`config.mk`:
```
export PLATFORM = sky130hd
export DESIGN_NAME = ses_isqrt
export DESIGN_NICKNAME = d
export VERILOG_FILES = /design/src/hdl/ses_pkg.sv /design/src/hdl/ses_isqrt.sv
export SDC_FILE = /design/constraint.sdc
export NUM_CORES = 1
export LEC_CHECK = 0
export ABC_CLOCK_PERIOD_IN_PS = 11400
export BUFFER_PORTS_ARGS = -buffer_cell sky130_fd_sc_hd__buf_4
export CORE_MARGIN = 8
export CORE_UTILIZATION = 45
export DETAILED_ROUTE_END_ITERATION = 10
export PLACE_DENSITY_LB_ADDON = 0.1
export SYNTH_ARGS = -nofsm -noshare
export SYNTH_HDL_FRONTEND = slang
export SYNTH_SLANG_ARGS = --single-unit
```
`constraint.sdc`:
```
create_clock -name clk -period 11.4 [get_ports clk]
set_input_delay 1.14 -clock clk [delete_from_list [all_inputs] [get_ports clk]]
set_output_delay 1.14 -clock clk [all_outputs]
set_load 0.005 [all_outputs]
```
`src/hdl/ses_pkg.sv`:
```
// Shared constants and a helper function of the spectrum energy sampler.
`timescale 1ns / 1ps
package ses_pkg;

  localparam int MAX_POINTS = 256;
  localparam int ADDR_W     = $clog2(MAX_POINTS);
  localparam int COUNT_W    = ADDR_W + 1;
  localparam int ENERGY_W   = 32;
  localparam int WEIGHT_W   = 16;
  localparam int FRAC_W     = 32;
  localparam int SUM_W      = 56;
  localparam int EW_W       = ENERGY_W + WEIGHT_W;

  localparam logic [SUM_W-1:0] SUM_MAX = {SUM_W{1'b1}};

  // Square root of the interpolation radicand and the fraction divider.
  localparam int SQ_W       = 62;
  localparam int SQ_STEPS   = SQ_W / 2;
  localparam int SQ_CNT_W   = $clog2(SQ_STEPS + 1);
  localparam int DIV_N_W    = 63;
  localparam int DIV_D_W    = 32;
  localparam int DIV_CNT_W  = $clog2(DIV_N_W + 1);

  localparam logic CMD_LOAD   = 1'b0;
  localparam logic CMD_SAMPLE = 1'b1;

  localparam logic [1:0] MODE_INVALID  = 2'd0;
  localparam logic [1:0] MODE_DISCRETE = 2'd1;
  localparam logic [1:0] MODE_HISTO    = 2'd2;
  localparam logic [1:0] MODE_INTERP   = 2'd3;

  localparam logic [1:0] STATUS_OK      = 2'd0;
  localparam logic [1:0] STATUS_BADMODE = 2'd1;
  localparam logic [1:0] STATUS_SHORT   = 2'd2;

  localparam logic [1:0] CFG_MODE  = 2'd0;
  localparam logic [1:0] CFG_MIN   = 2'd1;
  localparam logic [1:0] CFG_COUNT = 2'd2;

  function automatic logic [ENERGY_W-1:0] ses_span(input logic [ENERGY_W-1:0] lo,
                                                   input logic [ENERGY_W-1:0] hi);
    return (hi > lo) ? hi - lo : '0;
  endfunction

endpackage

```
`src/hdl/ses_isqrt.sv`:
```
// Bit-serial integer square root, one result bit per cycle.
`timescale 1ns / 1ps
module ses_isqrt (
  input  logic                        clk,
  input  logic                        rst,
  input  logic                        start,
  input  logic [ses_pkg::SQ_W-1:0]    radicand,
  output logic                        done,
  output logic [ses_pkg::SQ_STEPS-1:0] root
);
  import ses_pkg::*;

  logic [SQ_W-1:0]     rem;
  logic [SQ_W-1:0]     res;
  logic [SQ_W-1:0]     probe;
  logic [SQ_CNT_W-1:0] cnt;
  logic                busy;
  logic [SQ_W-1:0]     trial;

  assign trial = res + probe;
  assign root  = res[SQ_STEPS-1:0];

  always_ff @(posedge clk) begin
    if (rst) begin
      busy <= 1'b0;
      done <= 1'b0;
    end else begin
      done <= 1'b0;
      if (start) begin
        busy <= 1'b1;
      end else if (busy && cnt == SQ_CNT_W'(1)) begin
        busy <= 1'b0;
        done <= 1'b1;
      end
    end
  end

  always_ff @(posedge clk) begin
    if (start) begin
      rem   <= radicand;
      res   <= '0;
      probe <= SQ_W'(1) << (SQ_W - 2);
      cnt   <= SQ_CNT_W'(SQ_STEPS);
    end else if (busy) begin
      if (rem >= trial) begin
        rem <= rem - trial;
        res <= (res >> 1) + probe;
      end else begin
        res <= res >> 1;
      end
      probe <= probe >> 2;
      cnt   <= cnt - SQ_CNT_W'(1);
    end
  end

endmodule

```
==> results of run 1 <==
[placed cells by master (no fill, tap or decap), drive strengths merged, types with 5 or more instances in the layout]
| cell type | n |
|---|---|
| nand2 | 241 |
| nor2 | 180 |
| o21ai | 168 |
| ha | 128 |
| a21oi | 125 |
| buf | 104 |
| dfxtp | 100 |
| xor2 | 89 |
| xnor2 | 71 |
| a31oi | 63 |
| edfxtp | 62 |
| nand3 | 51 |
| a21o | 50 |
| nand4 | 46 |
| inv | 46 |
| a211oi | 44 |
| mux2i | 42 |
| o21bai | 40 |
| nor3 | 40 |
| clkbuf | 27 |
| a311oi | 18 |
| o22ai | 16 |
| nor2b | 15 |
| and3 | 13 |
| and2 | 13 |
| nor4 | 12 |
| o211ai | 12 |
| o31ai | 12 |
| a31o | 11 |
| a21boi | 8 |
| nand2b | 7 |
| o21a | 7 |
| a211o | 6 |
| a41oi | 6 |
| o211a | 5 |
| mux2 | 5 |
| clkinv | 5 |
[per-stage QoR]
step	power [W]	setup slack, ns	util (%)	hold slack [ns]	std cells
global route	0.003328	3.360	49.10	0.5342	2399
floorplan	0.002108	1.965	-	0.4576	1962
detailed placement	0.002520	3.871	47.44	0.4858	2368
finish	0.003103	3.661	49.10	0.5092	2399
global placement	0.002516	3.885	47.44	0.4826	2368
CTS	0.003100	3.813	49.10	0.5065	2399
[power groups by stage]
stage                     Sequential (W)  Combinational, W  Clock [W]
final                           0.000864           0.00167   0.000567
after global routing            0.000879           0.00185   0.000602
after CTS                       0.000863           0.00166   0.000579
after detailed placement        0.000873           0.00165          0
after global placement          0.000876           0.00164          0
after floorplan                 0.000817           0.00129          0
[sequential cells by signal, indices dropped and copies added (netlist names)]
| register | flops |
|---|---|
| busy | 1 |
| cnt | 5 |
| done | 1 |
| probe | 31 |
| rem | 62 |
| res | 62 |
[cells by family after synthesis]
group / count (synthesis) / share of synthesized area [%]
mux: 47 / 3.134
compound gates: 631 / 26.78
buf+inv: 193 / 5.864
simple gates: 640 / 18.95
fa+ha+maj: 129 / 10.66
xor+xnor: 160 / 9.212
flops: 162 / 25.40
[critical path: cells and delay by family, from the launching register on]
kind                     cells  cell delay, ns
adder cells (fa/ha/maj)      3            0.79
buffers and inverters        2            1.17
AND/OR/NAND/NOR              7            2.56
XOR/XNOR                     1            0.15
AO/OA/AOI/OAI               10            2.23
flip-flops                   1            0.37
[final cells by class]
| class | instances | area share (%) |
|---|---|---|
| multi-input combinational | 1607 | 63.80 |
| sequential | 162 | 23.55 |
| timing repair buffer | 104 | 4.776 |
| tap | 448 | 3.413 |
| clock buffer | 27 | 3.260 |
| inverter | 47 | 1.074 |
| clock inverter | 4 | 0.1295 |
[metal layers]
layer | vias up | share of wire (%) | GRT usage (%)
met2 | 393 | 46 | 38.54
met4 | 0 | 1.5 | 5.204
met1 | 6855 | 48 | 32.19
li1 | 7155 | - | -
met5 | - | 0 | 0
met3 | 44 | 4.7 | 3.705
[worst max-delay path by stage]
stage / start / slack, ns / cells past startpoint / to
after CTS: probe[0]$_SDFFE_PP0P_ / 3.81 / 23 / rem[29]$_DFFE_PP_
after global routing: probe[0]$_SDFFE_PP0P_ / 3.36 / 23 / rem[34]$_DFFE_PP_
after global placement: res[2]$_SDFFE_PP0P_ / 3.88 / 22 / rem[30]$_DFFE_PP_
final: probe[0]$_SDFFE_PP0P_ / 3.66 / 23 / rem[21]$_DFFE_PP_
after floorplan: res[2]$_SDFFE_PP0P_ / 1.97 / 23 / rem[0]$_DFFE_PP_
after detailed placement: probe[0]$_SDFFE_PP0P_ / 3.87 / 23 / rem[29]$_DFFE_PP_
==> results.json, run 1 <==
{
  "core-area_mm2": 0.03345,
  "antennaDiodeCount": 0,
  "initial_core_util_pct": 45.48,
  "ys_types": 78,
  "max-slew-margin-rel_pct": 25.65,
  "cts_tree": "yes",
  "cts-root-buf": "clkbuf_16",
  "crit_fanout": 62,
  "seqPwrFrac_pct": 27.8,
  "floorplan.die.width_um": 199.9,
  "async_flop_share_pct": 0,
  "end_kind": "flip-flop",
  "h-tree-depth": 4,
  "synth_fp_nets": 2156,
  "crit_chain": "ha_1 -> ha_1 -> a21oi_1 -> o21bai_1 -> a31oi_1 -> o311ai_2 -> nand3_1 -> nand2_1 -> a21oi_1 -> o31ai_1 -> xnor2_1 -> ha_1 -> and2_1 -> nand3_1 -> nor4_1 -> nand4b_1 -> o21ai_0 -> a21oi_1 -> o21ai_2 -> buf_4 -> nor2_4 -> o21ai_4 -> buf_4",
  "syn-cell-area_mm2": 0.01521,
  "cts.clk_slew.worst_paths_ns": 0.07,
  "finalMaxSlewViolations": 0,
  "num_rows": 67,
  "first_pass_iters": 5,
  "vias": 14450,
  "n_fill_cell": 3384,
  "min_period_over_period_pct": 67.89,
  "maxCapViolations": 0,
  "die-area_mm2": 0.03994,
  "gp_congestion": 0.9105,
  "fin_crit_ns": 7.739,
  "clock.fmax_ghz": 0.1292,
  "postCtsHoldBufs": 0,
  "p_int_w": 0.001718,
  "drive_above_1_share_pct": 8.560,
  "worstPathRequired_ns": 11.47,
  "switching_share_pct": 44.63,
  "ctsResizeCount": 0,
  "r2r_cells": 23,
  "dpl-instance-area_mm2": 0.01587,
  "clk_latency_ns": 0.45,
  "ys_seq_elements": 162,
  "multiInputGateArea_mm2": 0.01048,
  "grt_pass1_wl_um": 75400,
  "final_antenna_net_count": 0,
  "grt_max_degree": 97,
  "finalClockSkew_ns": 0.01315,
  "synth.most_common_cell": "nand2_1",
  "io_pins": 97,
  "power.leakage_nw": 6.337,
  "yosysTopAreaCell": "dfxtp_1",
  "worst_pin_slew_ns": 1.113,
  "slowest_delay_ns": 0.87,
  "totalWireLength_um": 46920,
  "drtIter0Drc": 1019,
  "worstHoldPathCells": 2,
  "cts_buffers": 17,
  "max-clock-path-buffers": 2,
  "synth_edf_count": 62,
  "rsz0062_at_grt": "false",
  "cp_slowest_cell": "nor4_1",
  "ff_latch_area_mm2": 0.003867,
  "dieHeight_um": 199.9,
  "synth_commonest_cells": "nand2_1, nor2_1, o21ai_0",
  "globalRoute.totalOverflow": 0,
  "hold_violations": 0,
  "ir_worst_vdd_mv": 0.1077,
  "grt_pass1_vias": 13950,
  "r2r-start": "probe[0]$_SDFFE_PP0P_",
  "yosys_most_used_dff": "dfxtp_1",
  "dp_hpwl_um": 35650,
  "fin_nets": 2133,
  "ys_seq_area_share_pct": 25.40,
  "power_density_mw_per_mm2": 188.9,
  "synth.top_cell.area_share_pct": 13.16,
  "yosysWarnings": 0,
  "grt_usage_pct": 23.50,
  "drc": 0,
  "combPwrFrac_pct": 53.9,
  "io_buffers": 96,
  "setup_viol": 0,
  "postLayoutCellArea_mm2": 0.01642,
  "hp-start": "cnt[4]$_SDFFE_PP1P_",
  "syn_avg_cell_area_um2": 7.753,
  "r2r_slack_ns": 3.66,
  "outcome": "finished clean",
  "cp.arrival_ns": 7.81,
  "worstSetupStartpointType": "flip-flop",
  "criticalPathCategory": "reg -> reg",
  "cts_setup_buffers": 0,
  "synthTopCellsByArea": "dfxtp_1, edfxtp_1, ha_1",
  "antenna_found_initial": 1,
  "wl_per_cell_um": 19.56,
  "clock_sinks": 162,
  "vias_per_cell": 6.022,
  "reg2reg_to": "rem[21]$_DFFE_PP_",
  "setup_tns_ns": 0,
  "p_clk_share_pct": 18.3,
  "hp-class": "reg -> reg",
  "synthCells": 1962,
  "holdPathEnd": "cnt[4]$_SDFFE_PP1P_",
  "power.switching_w": 0.001385,
  "syn2layout_area_growth_pct": 7.970
}
No activity file was read; power rests on OpenSTA's default activity.
==> inputs of run 2 (changes only) <==
Settings changed: ABC_CLOCK_PERIOD_IN_PS 11400 to 8000.
Clock period 11.4 ns to 8 ns, I/O delays scaled along.
==> results.json, run 2 (synthesized netlist as in run 1, its figures left out) <==
{
  "ff_latch_area_mm2": 0.003867,
  "drive_above_1_share_pct": 8.947,
  "mostFrequentLayoutCells": "nand2_1, nor2_1, o21ai_0",
  "min_period_over_period_pct": 92.39,
  "setup_slack_ns": 0.6086,
  "num_rows": 67,
  "antennaDiodeCount": 0,
  "end_kind": "flip-flop",
  "postCtsHoldBufs": 0,
  "post-place-ws_ns": 0.7579,
  "finalMaxSlewViolations": 0,
  "dp_cells": 2372,
  "dieHeight_um": 199.9,
  "layout_commonest_cell": "nand2_1",
  "top_regs": "rem x62, res x62, probe x31",
  "io_pins": 97,
  "vias_per_cell": 6.030,
  "cts-root-buf": "clkbuf_16",
  "grt_pass1_vias": 13840,
  "floorplan.die.width_um": 199.9,
  "h-tree-depth": 4,
  "worstPathRequired_ns": 8.10,
  "clock_sinks": 162,
  "dp_hpwl_um": 35800,
  "hold_violations": 0,
  "core-area_mm2": 0.03345,
  "grt_usage_pct": 23.31,
  "finalClockSkew_ns": 0.01307,
  "cts.clk_slew.worst_paths_ns": 0.07,
  "gp_congestion": 0.8983,
  "cp.arrival_ns": 7.49,
  "ir_worst_vdd_mv": 0.1636,
  "cts_setup_buffers": 0,
  "clock.fmax_ghz": 0.1353,
  "grt_pass1_wl_um": 74370,
  "setup_viol": 0,
  "cts_tree": "yes",
  "fin_hold_ws_ns": 0.4915,
  "final_antenna_net_count": 0,
  "die-area_mm2": 0.03994,
  "fin_crit_ns": 7.391,
  "drc": 0,
  "drtIter0Drc": 1064,
  "totalWireLength_um": 46830,
  "first_pass_iters": 5,
  "wl_per_cell_um": 19.48,
  "io_buffers": 96,
  "route.layer.met1.wl_um": 22100,
  "worst_pin_slew_ns": 1.047,
  "power_density_mw_per_mm2": 272.7,
  "rsz0062_at_grt": "false",
  "criticalPathCategory": "reg -> reg",
  "cts_buffers": 17,
  "fin_nets": 2137,
  "wl_met3_um": 2392,
  "met2WireLength_um": 21220,
  "max-clock-path-buffers": 2,
  "multiInputGateArea_mm2": 0.01048,
  "crit_fanout": 39,
  "max-slew-margin-rel_pct": 29.58,
  "ctsResizeCount": 0,
  "antenna_found_initial": 1,
  "globalRoute.totalOverflow": 0,
  "grt_max_degree": 103,
  "p_total_w": 0.004506,
  "setup_tns_ns": 0,
  "initial_core_util_pct": 45.48,
  "worstSetupStartpointType": "flip-flop",
  "hp-class": "in -> reg",
  "outcome": "finished clean",
  "layoutNonFillerInstCount": 2404,
  "n_fill_cell": 3334,
  "maxCapViolations": 0,
  "highest_layer": "met4",
  "power.leakage_nw": 6.391,
  "vias": 14500,
  "syn2layout_area_growth_pct": 8.620,
  "clk_latency_ns": 0.46
}
==> run 2: final cells by class <==
type,instances,share of cell area [%]
clock buffer,21,3.052
clock inverter,11,0.7345
inverter,47,1.068
multi-input combinational,1607,63.42
sequential,162,23.41
tap,448,3.392
timing repair buffer,108,4.930
==> run 2: final timing paths <==
path | startpoint | end | slack, ns | cells after the start
max reg2reg | res[8]$_SDFFE_PP0P_ | rem[7]$_DFFE_PP_ | 0.61 | 21
min reg2reg | cnt[4]$_SDFFE_PP1P_ | cnt[4]$_SDFFE_PP1P_ | 0.50 | 2
max | res[8]$_SDFFE_PP0P_ | rem[7]$_DFFE_PP_ | 0.61 | 21
min | rst | busy$_SDFFE_PP0P_ | 0.49 | 2
==> run 2: layer usage <==
metal / up-vias / track usage (%)
met5: - / 0
met4: 0 / 7.330
met3: 66 / 3.437
met2: 449 / 38.17
met1: 6831 / 31.31
li1: 7151 / -
==> run 2: worst max-delay path, cell delays in order, from the launching register on <==
cell and delay, ns:
dfxtp_1 0.59, ha_1 0.30, nand4_1 0.26, nor4_1 0.27, a21oi_1 0.20, o21ai_1 0.56, nand3_1 0.20, a21oi_1 0.33
a31oi_1 0.16, xor2_1 0.17, ha_1 0.41, and2_1 0.42, nand3_1 0.19, nor4_1 0.82, nand4b_1 0.31, o21ai_0 0.22
a21oi_1 0.07, o21ai_2 0.18, buf_4 0.45, nor2_4 0.23, o21ai_4 0.19, buf_4 0.41
==> run 2: stage by stage <==
step                utilization [%]  cell area [µm²]
global route                  49.40            16520
global placement              47.53            15900
detailed placement            47.53            15900
CTS                           49.40            16520
floorplan                         -            15210
finish                        49.40            16520
==> run 2: where the power goes <==
part	internal, W	switching [W]
Clock	0.000515	0.000369
Sequential	0.00108	0.000152
Combinational	0.000921	0.00147
Total	0.00251	0.00199
