File: config.mk
export PLATFORM = sky130hd
export DESIGN_NAME = ses_div
export DESIGN_NICKNAME = d
export VERILOG_FILES = /design/src/hdl/ses_pkg.sv /design/src/hdl/ses_div.sv
export SDC_FILE = /design/constraint.sdc
export NUM_CORES = 1
export LEC_CHECK = 0
export ABC_AREA = 1
export BUFFER_PORTS_ARGS = -buffer_cell sky130_fd_sc_hd__buf_2
export CAP_MARGIN = 20
export CORE_ASPECT_RATIO = 1.25
export CORE_MARGIN = 2
export CORE_UTILIZATION = 56
export DETAILED_ROUTE_END_ITERATION = 8
export GPL_ROUTABILITY_DRIVEN = 0
export PLACE_DENSITY = 0.78
export RECOVER_POWER = 50
export SLEW_MARGIN = 40
export SYNTH_ARGS = -nofsm -noshare
export SYNTH_HDL_FRONTEND = slang
export SYNTH_SLANG_ARGS = --single-unit
File: constraint.sdc
create_clock -name clk -period 3.7 [get_ports clk]
set_clock_uncertainty 0.05 [all_clocks]
set_input_delay 0.555 -clock clk [delete_from_list [all_inputs] [get_ports clk]]
set_output_delay 0.555 -clock clk [all_outputs]
set_load 0.05 [all_outputs]
File: src/hdl/ses_pkg.sv
// Shared constants and a helper function of the spectrum energy sampler.
`timescale 1ns / 1ps
package ses_pkg;

  localparam int MAX_POINTS = 256;
  localparam int ADDR_W     = $clog2(MAX_POINTS);
  localparam int COUNT_W    = ADDR_W + 1;
  localparam int ENERGY_W   = 32;
  localparam int WEIGHT_W   = 16;
  localparam int FRAC_W     = 32;
  localparam int SUM_W      = 56;
  localparam int EW_W       = ENERGY_W + WEIGHT_W;

  localparam logic [SUM_W-1:0] SUM_MAX = {SUM_W{1'b1}};

  // Square root of the interpolation radicand and the fraction divider.
  localparam int SQ_W       = 62;
  localparam int SQ_STEPS   = SQ_W / 2;
  localparam int SQ_CNT_W   = $clog2(SQ_STEPS + 1);
  localparam int DIV_N_W    = 63;
  localparam int DIV_D_W    = 32;
  localparam int DIV_CNT_W  = $clog2(DIV_N_W + 1);

  localparam logic CMD_LOAD   = 1'b0;
  localparam logic CMD_SAMPLE = 1'b1;

  localparam logic [1:0] MODE_INVALID  = 2'd0;
  localparam logic [1:0] MODE_DISCRETE = 2'd1;
  localparam logic [1:0] MODE_HISTO    = 2'd2;
  localparam logic [1:0] MODE_INTERP   = 2'd3;

  localparam logic [1:0] STATUS_OK      = 2'd0;
  localparam logic [1:0] STATUS_BADMODE = 2'd1;
  localparam logic [1:0] STATUS_SHORT   = 2'd2;

  localparam logic [1:0] CFG_MODE  = 2'd0;
  localparam logic [1:0] CFG_MIN   = 2'd1;
  localparam logic [1:0] CFG_COUNT = 2'd2;

  function automatic logic [ENERGY_W-1:0] ses_span(input logic [ENERGY_W-1:0] lo,
                                                   input logic [ENERGY_W-1:0] hi);
    return (hi > lo) ? hi - lo : '0;
  endfunction

endpackage

File: src/hdl/ses_div.sv
// Restoring divider, one quotient bit per cycle.
`timescale 1ns / 1ps
module ses_div (
  input  logic                         clk,
  input  logic                         rst,
  input  logic                         start,
  input  logic [ses_pkg::DIV_N_W-1:0]  num,
  input  logic [ses_pkg::DIV_D_W-1:0]  den,
  output logic                         done,
  output logic [ses_pkg::DIV_N_W-1:0]  quo
);
  import ses_pkg::*;

  logic [DIV_D_W-1:0]   rem;
  logic [DIV_D_W-1:0]   den_q;
  logic [DIV_CNT_W-1:0] cnt;
  logic                 busy;
  logic [DIV_D_W:0]     shifted;
  logic [DIV_D_W:0]     diff;

  assign shifted = {rem, quo[DIV_N_W-1]};
  assign diff    = shifted - {1'b0, den_q};

  always_ff @(posedge clk) begin
    if (rst) begin
      busy <= 1'b0;
      done <= 1'b0;
    end else begin
      done <= 1'b0;
      if (start) begin
        busy <= 1'b1;
      end else if (busy && cnt == DIV_CNT_W'(1)) begin
        busy <= 1'b0;
        done <= 1'b1;
      end
    end
  end

  always_ff @(posedge clk) begin
    if (start) begin
      rem   <= '0;
      den_q <= den;
      quo   <= num;
      cnt   <= DIV_CNT_W'(DIV_N_W);
    end else if (busy) begin
      if (shifted >= {1'b0, den_q}) begin
        rem <= diff[DIV_D_W-1:0];
        quo <= {quo[DIV_N_W-2:0], 1'b1};
      end else begin
        rem <= shifted[DIV_D_W-1:0];
        quo <= {quo[DIV_N_W-2:0], 1'b0};
      end
      cnt <= cnt - DIV_CNT_W'(1);
    end
  end

endmodule

==> results of run 1 <==
-- worst paths after layout --
check | from | end | cells after the start
max | den_q[8]$_DFFE_PP_ | rem[7]$_SDFFE_PP0P_ | 15
min | den[4] | den_q[4]$_DFFE_PP_ | 1
max reg2reg | den_q[8]$_DFFE_PP_ | rem[7]$_SDFFE_PP0P_ | 15
min reg2reg | rem[17]$_SDFFE_PP0P_ | rem[17]$_SDFFE_PP0P_ | 2
-- worst register-to-register path, cell delays in order (launching register included) --
cell      delay (ns)
edfxtp_1        0.32
inv_1           0.04
ha_1            0.35
nand2_2         0.13
inv_1           0.05
nand2_1         0.06
nand2_1         0.08
inv_2           0.06
nand3_2         0.14
nand2_2         0.10
nand2_1         0.10
nand2_4         0.35
nand2_8         0.30
nand2_2         0.13
nand3_1         0.07
o21ai_1         0.12
-- layer usage --
layer | part of all wire [%] | up-vias | track usage, %
met2 | 49 | 252 | 44.7
li1 | - | 3811 | -
met5 | 0 | - | 0
met3 | 6.8 | 55 | 6.88
met1 | 41 | 3309 | 30.7
met4 | 3.7 | 0 | 11.3
-- area by class of cell --
class / count / area [um2]
clock inverters: 13 / 148
well taps: 178 / 223
multi-input cells: 775 / 3770
repair buffers: 165 / 781
clock buffers: 18 / 429
flip-flops and latches: 135 / 3650
fillers: 1275 / 4760
inverters: 189 / 712
-- power by group through the flow --
stage,clock network (W),logic (W),registers (W)
2_1_floorplan,0,0.000249,0.00207
3_3_place_gp,0,0.000690,0.00182
3_5_place_dp,0,0.000698,0.00182
4_1_cts,0.00171,0.000699,0.00180
5_1_grt,0.00176,0.000736,0.00181
6_report,0.00169,0.000677,0.00180
-- cells by family (layout without fill, tap and decap cells) --
family	Yosys count	in the layout	share of synthesized area, %
fa+ha+maj	35	35	5.35
simple gates	679	679	35.3
xor+xnor	14	14	1.47
buf+inv	219	385	10.9
compound gates	47	47	3.06
flops	135	135	43.9
-- flip-flops by register name, indices dropped and copies added (netlist names) --
signal,cells
den_q,32
busy,1
quo,63
cnt,6
done,1
rem,32
-- synth_stat cells (4+ instances only) --
| cell type | number | area [um2] |
|---|---|---|
| and2_1 | 4 | 25.0 |
| nand3b_1 | 14 | 105 |
| nor2_1 | 38 | 143 |
| nand2_1 | 488 | 1830 |
| edfxtp_1 | 95 | 2850 |
| inv_1 | 182 | 683 |
| nor2_4 | 4 | 45.0 |
| nor2_2 | 6 | 37.5 |
| nand3_1 | 80 | 400 |
| o21ai_0 | 7 | 35.0 |
| nand4_1 | 8 | 50.1 |
| dfxtp_1 | 40 | 801 |
| clkbuf_1 | 17 | 63.8 |
| ha_1 | 34 | 425 |
| nand2_2 | 19 | 119 |
| nand3_2 | 8 | 80.1 |
| clkinv_1 | 4 | 15.0 |
| a21oi_1 | 22 | 110 |
| buf_6 | 7 | 78.8 |
| xnor2_1 | 13 | 114 |
| o21ai_1 | 10 | 50.1 |
-- metrics by stage --
stage / hold WS (ns) / util [%] / cell area (um2) / cells / power (W)
final: 0.248 / 67.1 / 9710 / 1473 / 0.00416
after global routing: 0.243 / 67.1 / 9710 / 1473 / 0.00430
after CTS: 0.230 / 67.6 / 9780 / 1473 / 0.00420
after detailed placement: 0.410 / 63.6 / 9210 / 1442 / 0.00252
after global placement: 0.407 / 63.6 / 9210 / 1442 / 0.00251
after floorplan: 0.394 / - / 8330 / 1129 / 0.00232
==> qor.yml, run 1 <==
outcome: "finished with violations"
violations: "design-rule violations"
r2r_slack_ns: 1.18
synthToLayoutAreaGrowth_pct: 16.6
p_int_w: 0.00290
antenna_cells: 0
root_buffer: "clkbuf_16"
vdd_ir_drop_max_mv: 0.378
dpl.hpwl_um: 14500
vias_per_cell: 5.04
cts_buffers: 17
cp_num_buf_inv: 3
critPathMaxStageDelay_ns: 0.35
synth_edf_count: 95
tightest_slew_ns: 1.18
pin_count: 162
path_clk_slew_ns: 0.06
path_cells: "inv_1 -> ha_1 -> nand2_2 -> inv_1 -> nand2_1 -> nand2_1 -> inv_2 -> nand3_2 -> nand2_2 -> nand2_1 -> nand2_4 -> nand2_8 -> nand2_2 -> nand3_1 -> o21ai_1"
timing.fmax_ghz: 0.397
setup_ws_ns: 1.18
yosys_warnings: 0
endpoint_kind: "flop"
powerDensity_nw_per_um2: 428
cts_tree: "done"
wl_per_cell_um: 13.6
final_max_slew_viol_count: 0
drc: 5
via_count: 7427
ctsHoldBuffers: 0
h-tree-depth: 4
fin_nets: 1416
grt-ovfl-total: 0
async_reset_ff_share_pct: 0
p_leak_nw: 5.11
finalHoldViolCount: 0
drive_gt1_share_pct: 14.4
cts_sinks: 135
clk_path_buf_depth: 2
finalCriticalPeriod_ns: 2.52
fp.dieW_um: 113
maxCapViolCount: 0
drtIter0Drc: 360
synthFlopType: "edfxtp_1"
worstPathMaxFanout: 34
setup_tns_ns: 0
row_count: 49
p_seq_share_pct: 43.2
grt.total_usage_pct: 26.1
crit_arrival_ns: 2.83
ys_seq_area_share_pct: 43.9
final_common_cell: "nand2_1"
crit_family: "simple AND/OR/NAND/NOR gates"
ys_ff_latch: 135
syn_area_um2: 8330
slew_headroom_pct: 20.7
min_period_over_period_pct: 68.1
drtAntennaViolNets: 0
grt_pass1_wl_um: 33200
drt_pre_antenna_iters: 7
cp_slowest_cell: "nand2_4"
core_um2: 14500
insertion_delay_ns: 0.43
ys_types: 39
p_switching_w: 0.00126
grt_max_degree: 76
chipHeight_um: 140
final_cell_mix: "nand2_1, inv_1, buf_2"
synthesis.nets: 1262
grt_pass1_vias: 7114
rsz0062_at_grt: "no"
place_ws_ns: 1.22
clkPwrFrac_pct: 40.5
die_area_um2: 15900
p_comb_share_pct: 16.3
portBuffers: 161
criticalPathCategory: "flop to flop"
antenna_found_initial: 0
cp-start-kind: "flop"
holdCritPathClass: "input port to flop"
avgSynthCellArea_um2: 7.38
cts.repair.resized: 0
cts_setup_buffers: 0
initial_core_util_pct: 57.6
swShare_pct: 30.2
setup_viol: 0
wirelength_um: 20000
synthesis.instances: 1129
cp.required_ns: 4.01
No activity file was read; power rests on OpenSTA's default activity.
==> run 2: changes to the inputs <==
--- a/config.mk
+++ b/config.mk
@@ -5,12 +5,12 @@
 export SDC_FILE = /design/constraint.sdc
 export NUM_CORES = 1
 export LEC_CHECK = 0
-export ABC_AREA = 1
+export ABC_AREA = 0
 export BUFFER_PORTS_ARGS = -buffer_cell sky130_fd_sc_hd__buf_2
 export CAP_MARGIN = 20
 export CORE_ASPECT_RATIO = 1.25
 export CORE_MARGIN = 2
-export CORE_UTILIZATION = 56
+export CORE_UTILIZATION = 55
 export DETAILED_ROUTE_END_ITERATION = 8
 export GPL_ROUTABILITY_DRIVEN = 0
 export PLACE_DENSITY = 0.78
==> constraint.sdc (replaced) <==
create_clock -name clk -period 2.5 [get_ports clk]
set_clock_uncertainty 0.05 [all_clocks]
set_input_delay 0.375 -clock clk [delete_from_list [all_inputs] [get_ports clk]]
set_output_delay 0.375 -clock clk [all_outputs]
set_load 0.05 [all_outputs]
==> qor.yml, run 2 <==
outcome: "finished with violations"
violations: "max-capacitance violations, max-slew violations, negative setup slack"
setup_viol: 33  # +33
yosys-top-cells-count: "edfxtp_1, nand2_1, mux2_2"
largest_reg_flops: 63  # unchanged
ys_seq_area_share_pct: 51.0  # +7.1 points
powerDensity_nw_per_um2: 682  # +59%
largest_register: "quo"
antenna_cells: 0  # unchanged
cts_tree: "done"
p_leak_nw: 4.39  # -14%
grt-ovfl-total: 0  # unchanged
syn_area_um2: 7170  # -14%
fp.dieW_um: 106  # -6.2%
vias_per_cell: 5.93  # +18%
holdCritPathClass: "input port to flop"
cp_slowest_cell: "edfxtp_1"
core_um2: 12700  # -12%
slew_headroom_pct: -35.5  # -56 points
timing.fmax_ghz: 0.331  # -16%
drt_pre_antenna_iters: 6  # -1
path_common_cell: "buf_4"
critPathMaxStageDelay_ns: 0.40  # +0.05 ns
pin_count: 162  # unchanged
path_cells: "inv_2 -> ha_4 -> buf_6 -> nand4_1 -> nor3_2 -> nor3_4 -> a31oi_4 -> a221oi_4 -> o21a_2 -> buf_4 -> buf_4 -> a2111oi_4 -> o31ai_1"
placedCellCount: 1068  # -26%
grt_pass1_wl_um: 34700  # +4.5%
chipHeight_um: 132  # -6.2%
drtAntennaViolNets: 0  # unchanged
ys_types: 62  # +59%
finalCriticalPeriod_ns: 3.02  # +0.497 ns
synthesis.instances: 653  # -42%
final_common_cell: "buf_2"
criticalPathCategory: "flop to flop"
drc: 0  # -5
worstPathMaxFanout: 5  # -85%
vdd_ir_drop_max_mv: 0.483  # +28%
finalHoldViolCount: 0  # unchanged
reg_top3: "quo x63, den_q x32, rem x32"
setup_ws_ns: -0.517  # -1.70 ns
synthesis.nets: 786  # -38%
row_count: 46  # -6.1%
h-tree-depth: 4  # unchanged
cts_sinks: 135  # unchanged
avgSynthCellArea_um2: 11.0  # +49%
async_reset_ff_share_pct: 0  # unchanged
wl_per_cell_um: 20.6  # +52%
clk_path_buf_depth: 2  # unchanged
yosys_warnings: 0  # unchanged
n_fill_cell: 685  # -46%
endpoint_kind: "flop"
root_buffer: "clkbuf_16"
synth.top_cell.area_share_pct: 39.8  # +5.5 points
final_cell_mix: "buf_2, buf_4, edfxtp_1"
final_max_slew_viol_count: 38  # +38
wirelength_um: 23100  # +16%
crit_family: "compound AO/OA/AOI/OAI gates"
synth_edf_count: 95  # unchanged
grt_max_degree: 45  # -41%
min_period_over_period_pct: 121  # +53 points
rsz0062_at_grt: "yes"
cp_num_buf_inv: 4  # +1
fin_nets: 1075  # -24%
crit_arrival_ns: 3.26  # +0.43 ns
finalPower_w: 0.00701  # +68%
synthFlopType: "edfxtp_1"
maxCapViolCount: 1  # +1
via_count: 6661  # -10%
ys_ff_latch: 135  # unchanged
grt.total_usage_pct: 31.7  # +5.6 points
final_cells: 1123  # -24%
die_area_um2: 14000  # -12%
yosysMostFrequentCell: "edfxtp_1"
cp-start-kind: "flop"
synthToLayoutAreaGrowth_pct: 43.4
drtIter0Drc: 492  # +37%
antenna_found_initial: 0  # unchanged
cts_buffers: 17  # unchanged
insertion_delay_ns: 0.43  # about the same
drive_gt1_share_pct: 50.1  # +36 points
cp.required_ns: 2.74  # -1.27 ns
portBuffers: 161  # unchanged
synth.area.top_cells: "edfxtp_1, dfxtp_1, mux2_2"
dpl.hpwl_um: 14200  # -2.4%
synth_top_cell_by_area: "edfxtp_1"
path_clk_slew_ns: 0.07  # about the same
initial_core_util_pct: 56.4  # -1.2 points
tightest_slew_ns: 2.03  # +0.847 ns
grt_pass1_vias: 7189  # +1.1%
[run 2: cell types whose count changed after synthesis, sizes merged, moves of 10 or more]
cell and change:
nand2 -430, nand3 -76, nand3b -14, inv -139, mux2 +63, xor2 +10, a311oi +12, a21oi +16
nor2 -10, o211ai +12
[run 2: kinds of logic after synthesis]
family | after synthesis | share of synthesized area [%]
adder cells (fa/ha/maj) | 35 | 6.21
multiplexers | 71 | 11.0
XOR/XNOR | 29 | 3.54
buffers and inverters | 75 | 4.19
AO/OA/AOI/OAI | 139 | 13.5
AND/OR/NAND/NOR | 169 | 10.6
flip-flops | 135 | 51.0
[run 2: power by group]
group          total [W]  switching (W)  internal [W]
sequential       0.00272       0.000107       0.00261
clock            0.00250        0.00102       0.00149
combinational    0.00179        0.00109      0.000698
[run 2: final cells by class]
type	count	area [um2]	share of cell area [%]
Inverter	46	176	1.72
Timing Repair Buffer	299	1910	18.5
Multi-Input combinational cell	443	3760	36.5
Clock buffer	20	437	4.25
Clock inverter	12	144	1.40
Tap cell	168	210	2.04
Sequential cell	135	3650	35.5
[run 2: what timing repair did]
action                                  in CTS  in global routing
hold buffers                                 0                  0
resized for setup                           86                 18
endpoints found under the setup margin      33                 33
buffers inserted                            12                 11
pin swaps                                   39                 23
[run 2: final timing paths]
path | start | endpoint | slack [ns] | cells past startpoint
max | den_q[12]$_DFFE_PP_ | rem[28]$_SDFFE_PP0P_ | -0.52 | 13
min | den[18] | den_q[18]$_DFFE_PP_ | 0.07 | 1
max reg2reg | den_q[12]$_DFFE_PP_ | rem[28]$_SDFFE_PP0P_ | -0.52 | 13
min reg2reg | rem[24]$_SDFFE_PP0P_ | rem[24]$_SDFFE_PP0P_ | 0.44 | 2
[run 2: layer usage]
metal | share of wire (%) | vias to the layer above | global-route usage [%] | wire length [um]
li1 | - | 2988 | - | -
met1 | 36 | 3136 | 34.0 | 8220
met2 | 50 | 407 | 54.8 | 11600
met3 | 7.9 | 130 | 9.62 | 1820
met4 | 6.7 | 0 | 18.1 | 1550
met5 | 0 | - | 0 | 0
[run 2: through the flow]
stage	worst slack [ns]	instance area, um2	hold slack [ns]	util (%)	TNS (ns)
floorplan	-0.272	7260	0.395	-	-1.52
global placement	-0.190	9030	0.409	71.0	-3.58
detailed placement	-0.344	9030	0.419	71.0	-7.34
CTS	-0.125	10100	0.0669	79.7	-2.34
global route	-0.501	10300	0.0664	80.8	-14.40
finish	-0.517	10300	0.0692	80.8	-14.44
